==> src/rls_pkg.sv <==
`timescale 1ns / 1ps
// ----------------------------------------------------------------------------
// rls_pkg
// Shared types and constants for the RGB LED strip serializer.
// ----------------------------------------------------------------------------
package rls_pkg;

	localparam int MAX_LEDS_DEF = 64;

	// Input word modes.
	localparam logic [1:0] MODE_WRITE = 2'd0;
	localparam logic [1:0] MODE_START = 2'd1;
	localparam logic [1:0] MODE_TICK  = 2'd2;

	// Configuration register indexes.
	localparam logic [2:0] REG_LED_COUNT  = 3'd0;
	localparam logic [2:0] REG_ONE_HIGH   = 3'd1;
	localparam logic [2:0] REG_ONE_LOW    = 3'd2;
	localparam logic [2:0] REG_ZERO_HIGH  = 3'd3;
	localparam logic [2:0] REG_ZERO_LOW   = 3'd4;

	// Reset values of the configuration registers.
	localparam logic [6:0] LED_COUNT_RST = 7'd64;
	localparam logic [7:0] ONE_HIGH_RST  = 8'd48;
	localparam logic [7:0] ONE_LOW_RST   = 8'd17;
	localparam logic [7:0] ZERO_HIGH_RST = 8'd18;
	localparam logic [7:0] ZERO_LOW_RST  = 8'd66;

	// Index of the last bit in one LED: three bytes.
	localparam logic [4:0] LAST_BIT = 5'd23;

	typedef struct packed {
		logic [1:0] mode;
		logic [5:0] led_index;
		logic [7:0] red;
		logic [7:0] green;
		logic [7:0] blue;
	} in_t;

	typedef struct packed {
		logic line_level;
		logic sending;
		logic frame_done;
		logic rejected;
	} out_t;

endpackage

==> src/rls_frame_mem.sv <==
`timescale 1ns / 1ps
// ----------------------------------------------------------------------------
// rls_frame_mem
// Frame buffer: one 24-bit GRB word per LED, registered read, zero sweep
// after reset.
// ----------------------------------------------------------------------------
module rls_frame_mem #(
	parameter int MaxLeds = rls_pkg::MAX_LEDS_DEF,
	parameter int LedW    = 6
) (
	input  logic            clk,
	input  logic            arst_n,
	input  logic            wr_en,
	input  logic [LedW-1:0] wr_addr,
	input  logic [23:0]     wr_data,
	input  logic [LedW-1:0] rd_addr,
	output logic [23:0]     rd_data,
	output logic            clearing
);
	import rls_pkg::*;

	logic [23:0]     mem [MaxLeds];
	logic            clr_q;
	logic [LedW-1:0] clr_addr_q;
	logic [23:0]     rd_data_q;

	// The sweep walks every entry once, writing zero.
	always_ff @(posedge clk or negedge arst_n) begin
		if (!arst_n) begin
			clr_q      <= 1'b1;
			clr_addr_q <= '0;
		end else if (clr_q) begin
			if (int'(clr_addr_q) == MaxLeds - 1) begin
				clr_q <= 1'b0;
			end
			clr_addr_q <= clr_addr_q + 1'b1;
		end
	end

	always_ff @(posedge clk) begin
		if (clr_q) begin
			mem[clr_addr_q] <= '0;
		end else if (wr_en) begin
			mem[wr_addr] <= wr_data;
		end
		rd_data_q <= mem[rd_addr];
	end

	assign rd_data  = rd_data_q;
	assign clearing = clr_q;

endmodule

==> src/rgb_led_strip_serializer_top.sv <==
`timescale 1ns / 1ps
// ----------------------------------------------------------------------------
// rgb_led_strip_serializer_top
// Single-wire RGB LED strip driver with a frame buffer and pulse timer.
// ----------------------------------------------------------------------------
// The block takes one input word per clock cycle while in_ready is high and
// registers one result word for each; a two-entry output stage lets input
// continue while a result waits. A write word stores an LED colour, a start
// word begins a frame, and each tick word advances the pulse timer by one, so
// the line timing is set entirely by the rate of tick words. After reset the
// frame buffer is swept to zero, one LED per cycle; input is held off until
// the sweep completes while configuration writes are still taken. During a
// frame the buffer is read one LED ahead, so the colour of the next LED is
// already registered when the current LED's 24 bits run out.
// ----------------------------------------------------------------------------
module rgb_led_strip_serializer_top #(
	parameter int MAX_LEDS = rls_pkg::MAX_LEDS_DEF
) (
	input  logic          clk,
	input  logic          arst_n,
	input  logic          in_valid,
	output logic          in_ready,
	input  rls_pkg::in_t  in_data,
	output logic          out_valid,
	input  logic          out_ready,
	output rls_pkg::out_t out_data,
	input  logic          cfg_we,
	input  logic [2:0]    cfg_index,
	input  logic [7:0]    cfg_data
);
	import rls_pkg::*;

	// LED index width; at least one bit so a single-LED strip still works.
	localparam int LED_W = (MAX_LEDS > 1) ? $clog2(MAX_LEDS) : 1;

	// Configuration registers.
	logic [6:0] led_count_q;
	logic [7:0] one_high_q;
	logic [7:0] one_low_q;
	logic [7:0] zero_high_q;
	logic [7:0] zero_low_q;

	// Frame sequencer state.
	logic             busy_q;
	logic [LED_W-1:0] cur_led_q;
	logic [4:0]       bit_cnt_q;
	logic             low_phase_q;
	logic [7:0]       phase_ticks_q;
	logic [23:0]      shreg_q;
	logic [23:0]      head_word_q;

	// Output stage.
	logic out_valid_q;
	out_t out_q;
	logic skid_valid_q;
	out_t skid_q;

	// Memory interface.
	logic             clearing;
	logic             mem_we;
	logic [LED_W-1:0] mem_wr_addr;
	logic [23:0]      mem_wr_data;
	logic [LED_W-1:0] mem_rd_addr;
	logic [23:0]      mem_rd_data;

	logic       accept;
	logic       idx_ok;
	logic [7:0] len_raw;
	logic [7:0] len;
	logic [7:0] ticks_inc;
	logic       phase_end;
	logic       led_end;
	logic       frame_end;
	int         eff_count;
	out_t       res;

	assign in_ready = !skid_valid_q && !clearing;
	assign accept   = in_valid && in_ready;

	// Colour writes beyond the buffer are dropped silently.
	assign idx_ok = int'(in_data.led_index) < MAX_LEDS;

	assign mem_we      = accept && !busy_q && (in_data.mode == MODE_WRITE) && idx_ok;
	assign mem_wr_addr = LED_W'(in_data.led_index);
	assign mem_wr_data = {in_data.green, in_data.red, in_data.blue};

	// Look one LED ahead; the wrap only matters on a frame's last LED, whose
	// successor is never used.
	assign mem_rd_addr = (int'(cur_led_q) == MAX_LEDS - 1) ? '0 : cur_led_q + 1'b1;

	rls_frame_mem #(
		.MaxLeds(MAX_LEDS),
		.LedW   (LED_W)
	) u_mem (
		.clk     (clk),
		.arst_n  (arst_n),
		.wr_en   (mem_we),
		.wr_addr (mem_wr_addr),
		.wr_data (mem_wr_data),
		.rd_addr (mem_rd_addr),
		.rd_data (mem_rd_data),
		.clearing(clearing)
	);

	// A zero LED count behaves as one, and counts above the buffer are capped.
	always_comb begin
		if (led_count_q == '0) begin
			eff_count = 1;
		end else if (int'(led_count_q) > MAX_LEDS) begin
			eff_count = MAX_LEDS;
		end else begin
			eff_count = int'(led_count_q);
		end
	end

	// Phase length follows the bit being sent; zero lengths act as one.
	always_comb begin
		if (!low_phase_q) begin
			len_raw = shreg_q[23] ? one_high_q : zero_high_q;
		end else begin
			len_raw = shreg_q[23] ? one_low_q : zero_low_q;
		end
		len = (len_raw == '0) ? 8'd1 : len_raw;
	end

	assign ticks_inc = phase_ticks_q + 8'd1;
	assign phase_end = ticks_inc >= len;
	assign led_end   = bit_cnt_q == LAST_BIT;
	assign frame_end = int'(cur_led_q) + 1 >= eff_count;

	// Result of the word being accepted, taken from the state before it.
	always_comb begin
		res            = '0;
		res.line_level = busy_q && !low_phase_q;
		res.sending    = busy_q;
		case (in_data.mode)
			MODE_WRITE: begin
				res.rejected = busy_q;
			end
			MODE_START: begin
				res.rejected = busy_q;
				res.sending  = 1'b1;
			end
			MODE_TICK: begin
				res.frame_done = busy_q && phase_end && low_phase_q && led_end && frame_end;
			end
			default: begin
			end
		endcase
	end

	// Configuration registers.
	always_ff @(posedge clk or negedge arst_n) begin
		if (!arst_n) begin
			led_count_q <= LED_COUNT_RST;
			one_high_q  <= ONE_HIGH_RST;
			one_low_q   <= ONE_LOW_RST;
			zero_high_q <= ZERO_HIGH_RST;
			zero_low_q  <= ZERO_LOW_RST;
		end else if (cfg_we) begin
			case (cfg_index)
				REG_LED_COUNT: led_count_q <= cfg_data[6:0];
				REG_ONE_HIGH:  one_high_q  <= cfg_data;
				REG_ONE_LOW:   one_low_q   <= cfg_data;
				REG_ZERO_HIGH: zero_high_q <= cfg_data;
				REG_ZERO_LOW:  zero_low_q  <= cfg_data;
				default: begin
				end
			endcase
		end
	end

	// LED 0 is mirrored in a register so a start can load it without waiting
	// for a memory read.
	always_ff @(posedge clk or negedge arst_n) begin
		if (!arst_n) begin
			head_word_q <= '0;
		end else if (mem_we && (in_data.led_index == '0)) begin
			head_word_q <= mem_wr_data;
		end
	end

	// Frame sequencer.
	always_ff @(posedge clk or negedge arst_n) begin
		if (!arst_n) begin
			busy_q        <= 1'b0;
			cur_led_q     <= '0;
			bit_cnt_q     <= '0;
			low_phase_q   <= 1'b0;
			phase_ticks_q <= '0;
			shreg_q       <= '0;
		end else if (accept) begin
			case (in_data.mode)
				MODE_START: begin
					if (!busy_q) begin
						busy_q        <= 1'b1;
						cur_led_q     <= '0;
						bit_cnt_q     <= '0;
						low_phase_q   <= 1'b0;
						phase_ticks_q <= '0;
						shreg_q       <= head_word_q;
					end
				end
				MODE_TICK: begin
					if (busy_q) begin
						if (!phase_end) begin
							phase_ticks_q <= ticks_inc;
						end else begin
							phase_ticks_q <= '0;
							if (!low_phase_q) begin
								low_phase_q <= 1'b1;
							end else begin
								low_phase_q <= 1'b0;
								if (!led_end) begin
									bit_cnt_q <= bit_cnt_q + 5'd1;
									shreg_q   <= {shreg_q[22:0], 1'b0};
								end else if (frame_end) begin
									busy_q    <= 1'b0;
									cur_led_q <= '0;
									bit_cnt_q <= '0;
									shreg_q   <= '0;
								end else begin
									// The next LED's word was prefetched.
									cur_led_q <= cur_led_q + 1'b1;
									bit_cnt_q <= '0;
									shreg_q   <= mem_rd_data;
								end
							end
						end
					end
				end
				default: begin
				end
			endcase
		end
	end

	// Output register with one skid entry behind it.
	always_ff @(posedge clk or negedge arst_n) begin
		if (!arst_n) begin
			out_valid_q  <= 1'b0;
			skid_valid_q <= 1'b0;
		end else if (out_valid_q && out_ready) begin
			if (skid_valid_q) begin
				skid_valid_q <= 1'b0;
			end else if (!accept) begin
				out_valid_q <= 1'b0;
			end
		end else if (!out_valid_q) begin
			out_valid_q <= accept;
		end else if (accept) begin
			skid_valid_q <= 1'b1;
		end
	end

	always_ff @(posedge clk) begin
		if (out_valid_q && out_ready) begin
			if (skid_valid_q) begin
				out_q <= skid_q;
			end else if (accept) begin
				out_q <= res;
			end
		end else if (!out_valid_q) begin
			if (accept) begin
				out_q <= res;
			end
		end else if (accept) begin
			skid_q <= res;
		end
	end

	assign out_valid = out_valid_q;
	assign out_data  = out_q;

endmodule
==> config.mk <==
export PLATFORM = sky130hd
export DESIGN_NAME = rgb_led_strip_serializer_top
export DESIGN_NICKNAME = d
export VERILOG_FILES = /design/src/rls_pkg.sv /design/src/rls_frame_mem.sv /design/src/rgb_led_strip_serializer_top.sv
export SDC_FILE = /design/constraint.sdc
export NUM_CORES = 2
export LEC_CHECK = 0
export BUFFER_PORTS_ARGS = -buffer_cell sky130_fd_sc_hd__buf_4
export CORE_UTILIZATION = 50
export CTS_CLUSTER_DIAMETER = 200
export CTS_CLUSTER_SIZE = 25
export DETAILED_ROUTE_END_ITERATION = 8
export PLACE_DENSITY = 0.64
export SLEW_MARGIN = 15
export SYNTH_ARGS = -nofsm -noshare
export SYNTH_HDL_FRONTEND = slang
export SYNTH_SLANG_ARGS = --single-unit
==> constraint.sdc <==
create_clock -name clk -period 12.2 [get_ports clk]
set_clock_uncertainty 0.15 [all_clocks]
set_input_delay 0.61 -clock clk [delete_from_list [all_inputs] [get_ports clk]]
set_output_delay 0.61 -clock clk [all_outputs]
set_load 0.01 [all_outputs]
# Word level (Yosys, flattened, before mapping)
# Memory sizes are Yosys's and may differ from the RTL's. A register that Yosys moved wholly into a read port is not among the register bits.
# Index checks and enable logic that the tools add are counted.
# word_totals
wordCells,155
register_bits,125
memories,1
inputBits,48
mem_bits_rw,1536
# memory_table
name,depth,word_bits,rd,rd_ports_with_merged_regs,write_ports,line,source
u_mem.mem,64,24,1,1,1,rls_frame_mem.sv:22,logic [23:0] mem [MaxLeds];
# classes
order_cmp,3
muxes,66
n_bitwise,1
eq_ne,17
addsub,5
reduce_logical,38
# op_table
op,n
24-bit two-way mux,7
8-bit two-way mux,7
6-bit two-way mux,8
24-bit one-hot mux with 2 select lines,1
8-bit by 32-bit greater-or-equal comparator with 1-bit output,1
32-bit two-way mux,1
1-bit two-way mux,27
5-bit two-way mux,5
24-bit OR reduction,1
4-bit two-way mux,4
8-bit one-hot mux with 2 select lines,1
2-bit AND reduction,8
2-bit inequality test (second input constant),7
6-bit by 1-bit adder with 6-bit output (second input constant),2
6-bit by 1-bit equality test with 1-bit output (second input constant),2
6-bit one-hot mux with 2 select lines,1
1-bit logical AND,11
5-bit one-hot mux with 2 select lines,1
8-bit by 1-bit adder with 8-bit output (second input constant),1
8-bit greater-or-equal comparator,1
8-bit zero test,1
6-bit by 1-bit adder with 7-bit output (second input constant),1
7-bit greater-than comparator (second input constant),1
7-bit zero test,1
22 further kinds,29

# Longest topological paths before layout
# depth
ltp_word,13
ltp_mapped,14

# Modules after synthesis
# Synthesis repeated with hierarchy kept, for this count alone.
# hier_totals
cells_unflattened,3190
area_unflattened_um2,66133.4
# by_module_without_submodules
mod,area_per_inst_um2,seq_area_each_um2,instances,cells_each
rls_frame_mem,59854.9,46781.1,1,2616
rgb_led_strip_serializer_top,6278.5,3004.1,1,574

# Least setup slack after synthesis
# Ideal clock, no wire load.
# synth_timing
path_type,register to register
startpoint,register shreg_q[23]
endpoint,register bit_cnt_q[0]
arrival_ns,3.658
setup_time_ns,0.125
stages_incl_launch_ff,14
setup_slack_ns,8.268
path_buffers,2
path_cell_list,dfrtp_1 -> clkbuf_1 -> mux4_2 -> nor4_1 -> a41o_1 -> ha_1 -> nand2b_1 -> a21o_1 -> a21o_1 -> a21oi_1 -> o211ai_1 -> o211ai_1 -> buf_2 -> mux2_2
# synth_via
elab_chain_cells,7
elab_cells_between_ends,8
# synth_rtl
item,line,source
start: declaration,rgb_led_strip_serializer_top.sv:49,logic [23:0] shreg_q;
start signal: assignment,rgb_led_strip_serializer_top.sv:201,shreg_q <= head_word_q;
start signal: assignment,rgb_led_strip_serializer_top.sv:216,"shreg_q <= {shreg_q[22:0], 1'b0};"
start signal: assignment,rgb_led_strip_serializer_top.sv:226,shreg_q <= mem_rd_data;
"8-bit two-way mux, on equally long branches","rgb_led_strip_serializer_top.sv:119, rgb_led_strip_serializer_top.sv:121",
8-bit two-way mux *,rgb_led_strip_serializer_top.sv:118,if (!low_phase_q) begin
8-bit zero test,rgb_led_strip_serializer_top.sv:123,len = (len_raw == '0) ? 8'd1 : len_raw;
8-bit two-way mux *,rgb_led_strip_serializer_top.sv:123,
8-bit greater-or-equal comparator *,rgb_led_strip_serializer_top.sv:127,assign phase_end = ticks_inc >= len;
2-bit inequality test (no line) *,--,
6-bit AND reduction (no line) *,--,
end signal: assignment,rgb_led_strip_serializer_top.sv:215,bit_cnt_q <= bit_cnt_q + 5'd1;
end: declaration,rgb_led_strip_serializer_top.sv:46,logic [4:0] bit_cnt_q;
# Mark *: on every way between the ends. The rest lies on a longest branch, timed or not.
# A chain may end at the register's enable or synchronous reset.

# Worst setup path after layout
# layout_timing
startpoint,register cur_led_q[0]
endpoint,"register u_mem.rd_data_q[3], in the netlist u_mem.rd_data[3] (read register of u_mem.mem)"
# layout_via
elab_chain_cells,2
elab_cells_between_ends,3
# layout_rtl
item,line,source
start: declaration,rgb_led_strip_serializer_top.sv:45,logic [LED_W-1:0] cur_led_q;
start signal: assignment,rgb_led_strip_serializer_top.sv:224,cur_led_q <= cur_led_q + 1'b1;
6-bit by 1-bit adder with 6-bit output / 6-bit by 1-bit equality test with 1-bit output (equally long branches),rgb_led_strip_serializer_top.sv:89,assign mem_rd_addr = (int'(cur_led_q) == MAX_LEDS - 1) ? '0 : cur_led_q + 1'b1;
6-bit two-way mux *,rgb_led_strip_serializer_top.sv:89,
end: declaration,rls_frame_mem.sv:25,logic [23:0] rd_data_q;
# Marks and branches as above.

==> flow_summary.json <==
{
  "status": "finished, violations left",
  "failing_checks": "design-rule violations",
  "detail_route.wl_per_cell_um": 31.7,
  "yosysWarningCount": 0,
  "yosys.area_share.xor_xnor_pct": 0.191,
  "synth_compound_area_share_pct": 9.28,
  "timing_worst_slew_pin_value_ns": 1.37,
  "numCtsBuffers": 77,
  "worst_setup_hold_path_clk_slew_ns": 0.10,
  "setup-tns-final_ns": 0,
  "cts_tree": "done",
  "gp_routability_congestion": 0.931,
  "overflow": 0,
  "comb_power_share_pct": 12.2,
  "crit_path_class": "reg -> reg",
  "ff2ff_path_depth": 10,
  "crit_path_max_fanout": 135,
  "final_max_slew_viol_count": 0,
  "routed_wl_mm": 200,
  "start_util_pct": 50.4,
  "place_inst": 6128,
  "io_buf_count": 53,
  "syn_nets": 4528,
  "unrepaired_setup_endpoints_after_global_routing": "false",
  "finalNetCount": 4543,
  "cp-start-kind": "register",
  "clock_tree.buffer_depth": 3,
  "final_hold_viol_count": 0,
  "worst_path_largest_cell_delay_ns": 1.11,
  "area_growth_pct": 7.76,
  "avgSynthCellArea_sq_um": 15.1,
  "cp.buffers_inverters": 3,
  "path_cells": "ha_1, xnor2_4, buf_12, inv_8, o21ai_4, buf_12, a32o_1, a211oi_1, a211oi_1, nor4_1",
  "detailroute.wirelength.met3_mm": 22.1,
  "dpl_wire_length_mm": 115,
  "end_kind": "register",
  "post-cts-setup-buffer-count": 0,
  "portion_of_total_power_attributed_to_sequential_cells_pct": 60.1,
  "die_area_sq_um": 136000,
  "drt-vias-per-instance": 6.51,
  "timing.critical_path.required_ns": 12.64,
  "slowest_stage_cell_cp": "sky130_fd_sc_hd__a211oi_1",
  "synth_adder_area_share_pct": 0.408,
  "fin_util_pct": 54.4,
  "relSlewSlack_pct": 7.97,
  "die_wd_um": 369,
  "synthesis.area_sq_um": 67400,
  "cts_hold_buffers": 34,
  "synth_cell_types": 81,
  "grt_pass1_wl_mm": 284,
  "antenna_found_initial": 4,
  "first_iter_violations": 6339,
  "hp-class": "in -> reg",
  "cp_num_cells": 10,
  "io_pins": 54,
  "timing.max_cap.violations": 0,
  "synthCells": 4458,
  "critical_path_arrival_ns": 6.18,
  "internal_power_w": 0.00799,
  "post_synth_most_frequent_cells": "sky130_fd_sc_hd__edfxtp_1, sky130_fd_sc_hd__nand2_1, sky130_fd_sc_hd__a21oi_1",
  "synthArstFlopShare_pct": 6.94,
  "clk-insertion-delay-late_ns": 0.74,
  "met1_length_mm": 78.5,
  "seq_area_frac_synth_pct": 73.9,
  "clock_tree.root_cell": "sky130_fd_sc_hd__clkbuf_16",
  "vdd_ir_drop_max_uv": 97.6,
  "numClockSinks": 1685,
  "leakage_nw": 24.2,
  "routed-via-count": 40900,
  "timing.final.setup_violations": 0,
  "detail_route.drc_violations": 36,
  "period_minus_slack_ns": 5.75,
  "cts.htree.levels": 3,
  "synth_simple_gate_area_share_pct": 6.97,
  "yosys.area.top_type_share_pct": 68.8,
  "p_total_w": 0.0109,
  "number_of_enable_flip_flop_cells_after_synthesis": 1544,
  "power.share.switching_pct": 26.4,
  "synth_flop_cell": "sky130_fd_sc_hd__edfxtp_1",
  "met2_length_mm": 90.0,
  "grt_util_all_layers_pct": 29.1,
  "ys_ff_latch": 1685,
  "layout_worst_path_cycle_share_pct": 47.1,
  "via_count_of_the_first_global_routing_pass": 38200,
  "netlist_top_cells_area": "sky130_fd_sc_hd__edfxtp_1, sky130_fd_sc_hd__dfrtp_1, sky130_fd_sc_hd__nand2_1",
  "synth.area.mux_share_pct": 7.01,
  "fin_cells": 6287,
  "number_of_detailed_routing_iterations_run_before_antenna_repair": 8,
  "highest_metal_layer_with_signal_wires": "met5",
  "max_clock_freq_mhz": 174,
  "crit_family": "compound AO/OA/AOI/OAI gates",
  "synth_area_leader_cell": "sky130_fd_sc_hd__edfxtp_1",
  "whs_path_depth": 5,
  "cts-resized-gates": 0,
  "rows": 134,
  "most_frequent_cell_after_synthesis": "sky130_fd_sc_hd__edfxtp_1",
  "power_switching_w": 0.00287,
  "placeableCoreArea_sq_um": 134000,
  "maximum_number_of_pins_on_one_net_before_global_route_repair": 136,
  "clock_power_share_pct": 27.7,
  "powerDensity_nw_per_um2": 149,
  "drive_above_1_share_pct": 13.1,
  "dominant_combinational_cell_family_by_area_after_synthesis": "compound AO/OA/AOI/OAI gates",
  "overall_die_height_um": 369,
  "final_antenna_net_count": 0
}
[per-layer routing]
| metal | vias to the layer above | global-route usage [%] |
|---|---|---|
| met4 | 2 | 11.2 |
| met2 | 2432 | 44.0 |
| met1 | 20900 | 41.2 |
| met5 | - | 0 |
| met3 | 355 | 6.39 |
| li1 | 17300 | - |
[layout by cell type (no fill, tap or decap), types with 28 or more instances in the layout]
master,count
sky130_fd_sc_hd__nand3_1,149
sky130_fd_sc_hd__nor2_1,85
sky130_fd_sc_hd__o21ai_0,174
sky130_fd_sc_hd__nand2_1,602
sky130_fd_sc_hd__and3_1,28
sky130_fd_sc_hd__buf_4,193
sky130_fd_sc_hd__a21oi_1,226
sky130_fd_sc_hd__a31oi_1,124
sky130_fd_sc_hd__a32o_1,30
sky130_fd_sc_hd__o211ai_1,59
sky130_fd_sc_hd__nor3_1,53
sky130_fd_sc_hd__mux2_2,122
sky130_fd_sc_hd__mux2i_1,222
sky130_fd_sc_hd__dfrtp_1,106
sky130_fd_sc_hd__o221ai_1,58
sky130_fd_sc_hd__edfxtp_1,1544
sky130_fd_sc_hd__dlygate4sd3_1,34
sky130_fd_sc_hd__nor2_2,64
sky130_fd_sc_hd__clkbuf_16,80
sky130_fd_sc_hd__clkbuf_1,36
sky130_fd_sc_hd__mux4_2,50
sky130_fd_sc_hd__o2111ai_1,40
[cells by family (layout without fill, tap and decap cells)]
group	after synthesis	count (layout)
multiplexers	394	394
buffers and inverters	324	381
flip-flops	1685	1685
other	0	4
AO/OA/AOI/OAI	934	934
adder cells (fa/ha/maj)	22	22
XOR/XNOR	13	13
AND/OR/NAND/NOR	1086	1086
[layout make-up]
type | instances | area (sq um)
clock inverters | 5 | 58.8
clock buffers | 116 | 2140
repair buffers | 234 | 1930
diodes | 4 | 10.0
inverters | 26 | 108
multi-input cells | 2449 | 16400
well taps | 1768 | 2210
fillers | 10600 | 61000
flip-flops and latches | 1685 | 49800
[sequential cells by signal (all words and copies together) (netlist names)]
signal,cells
bit_cnt_q,5
busy_q,1
cur_led_q,6
head_word_q,24
led_count_q,7
low_phase_q,1
one_high_q,8
one_low_q,8
out_data,4
out_valid,1
phase_ticks_q,8
shreg_q,24
skid_q,4
skid_valid_q,1
u_mem.clearing,1
u_mem.clr_addr_q,6
u_mem.mem,1536
u_mem.rd_data,24
zero_high_q,8
zero_low_q,8
[tightest hold or removal path, delay by kind of cell]
family / cells / cell delay (ns)
simple gates: 2 / 0.15
compound gates: 1 / 0.09
buf+inv: 2 / 0.27
[stage by stage]
stage | worst slack [ns] | cell area (sq um) | hold slack, ns
2_1_floorplan | 8.27 | 67400 | 0.164
3_3_place_gp | 6.72 | 70100 | 0.335
3_5_place_dp | 6.73 | 70100 | 0.344
4_1_cts | 6.71 | 72600 | 0.205
5_1_grt | 6.46 | 72600 | 0.232
6_report | 6.45 | 72600 | 0.252
[power groups by stage]
stage | Sequential (W) | Clock (W) | Combinational (W)
global route | 0.00653 | 0.00322 | 0.00137
global placement | 0.00664 | 0 | 0.00126
floorplan | 0.00652 | 0 | 0.000710
finish | 0.00652 | 0.00301 | 0.00132
detailed placement | 0.00664 | 0 | 0.00127
CTS | 0.00651 | 0.00303 | 0.00129
[worst paths after layout]
path | slack, ns | from | end
max | 6.45 | cur_led_q[0] | u_mem.rd_data[3]
min | 0.25 | cfg_index[0] | led_count_q[6]
max reg2reg | 6.45 | cur_led_q[0] | u_mem.rd_data[3]
min reg2reg | 0.36 | one_low_q[6] | one_low_q[6]
min in group asynchronous | 0.30 | arst_n | head_word_q[15]
max in group asynchronous | 10.19 | arst_n | cur_led_q[0]
Power figures use the tool's default switching activity.
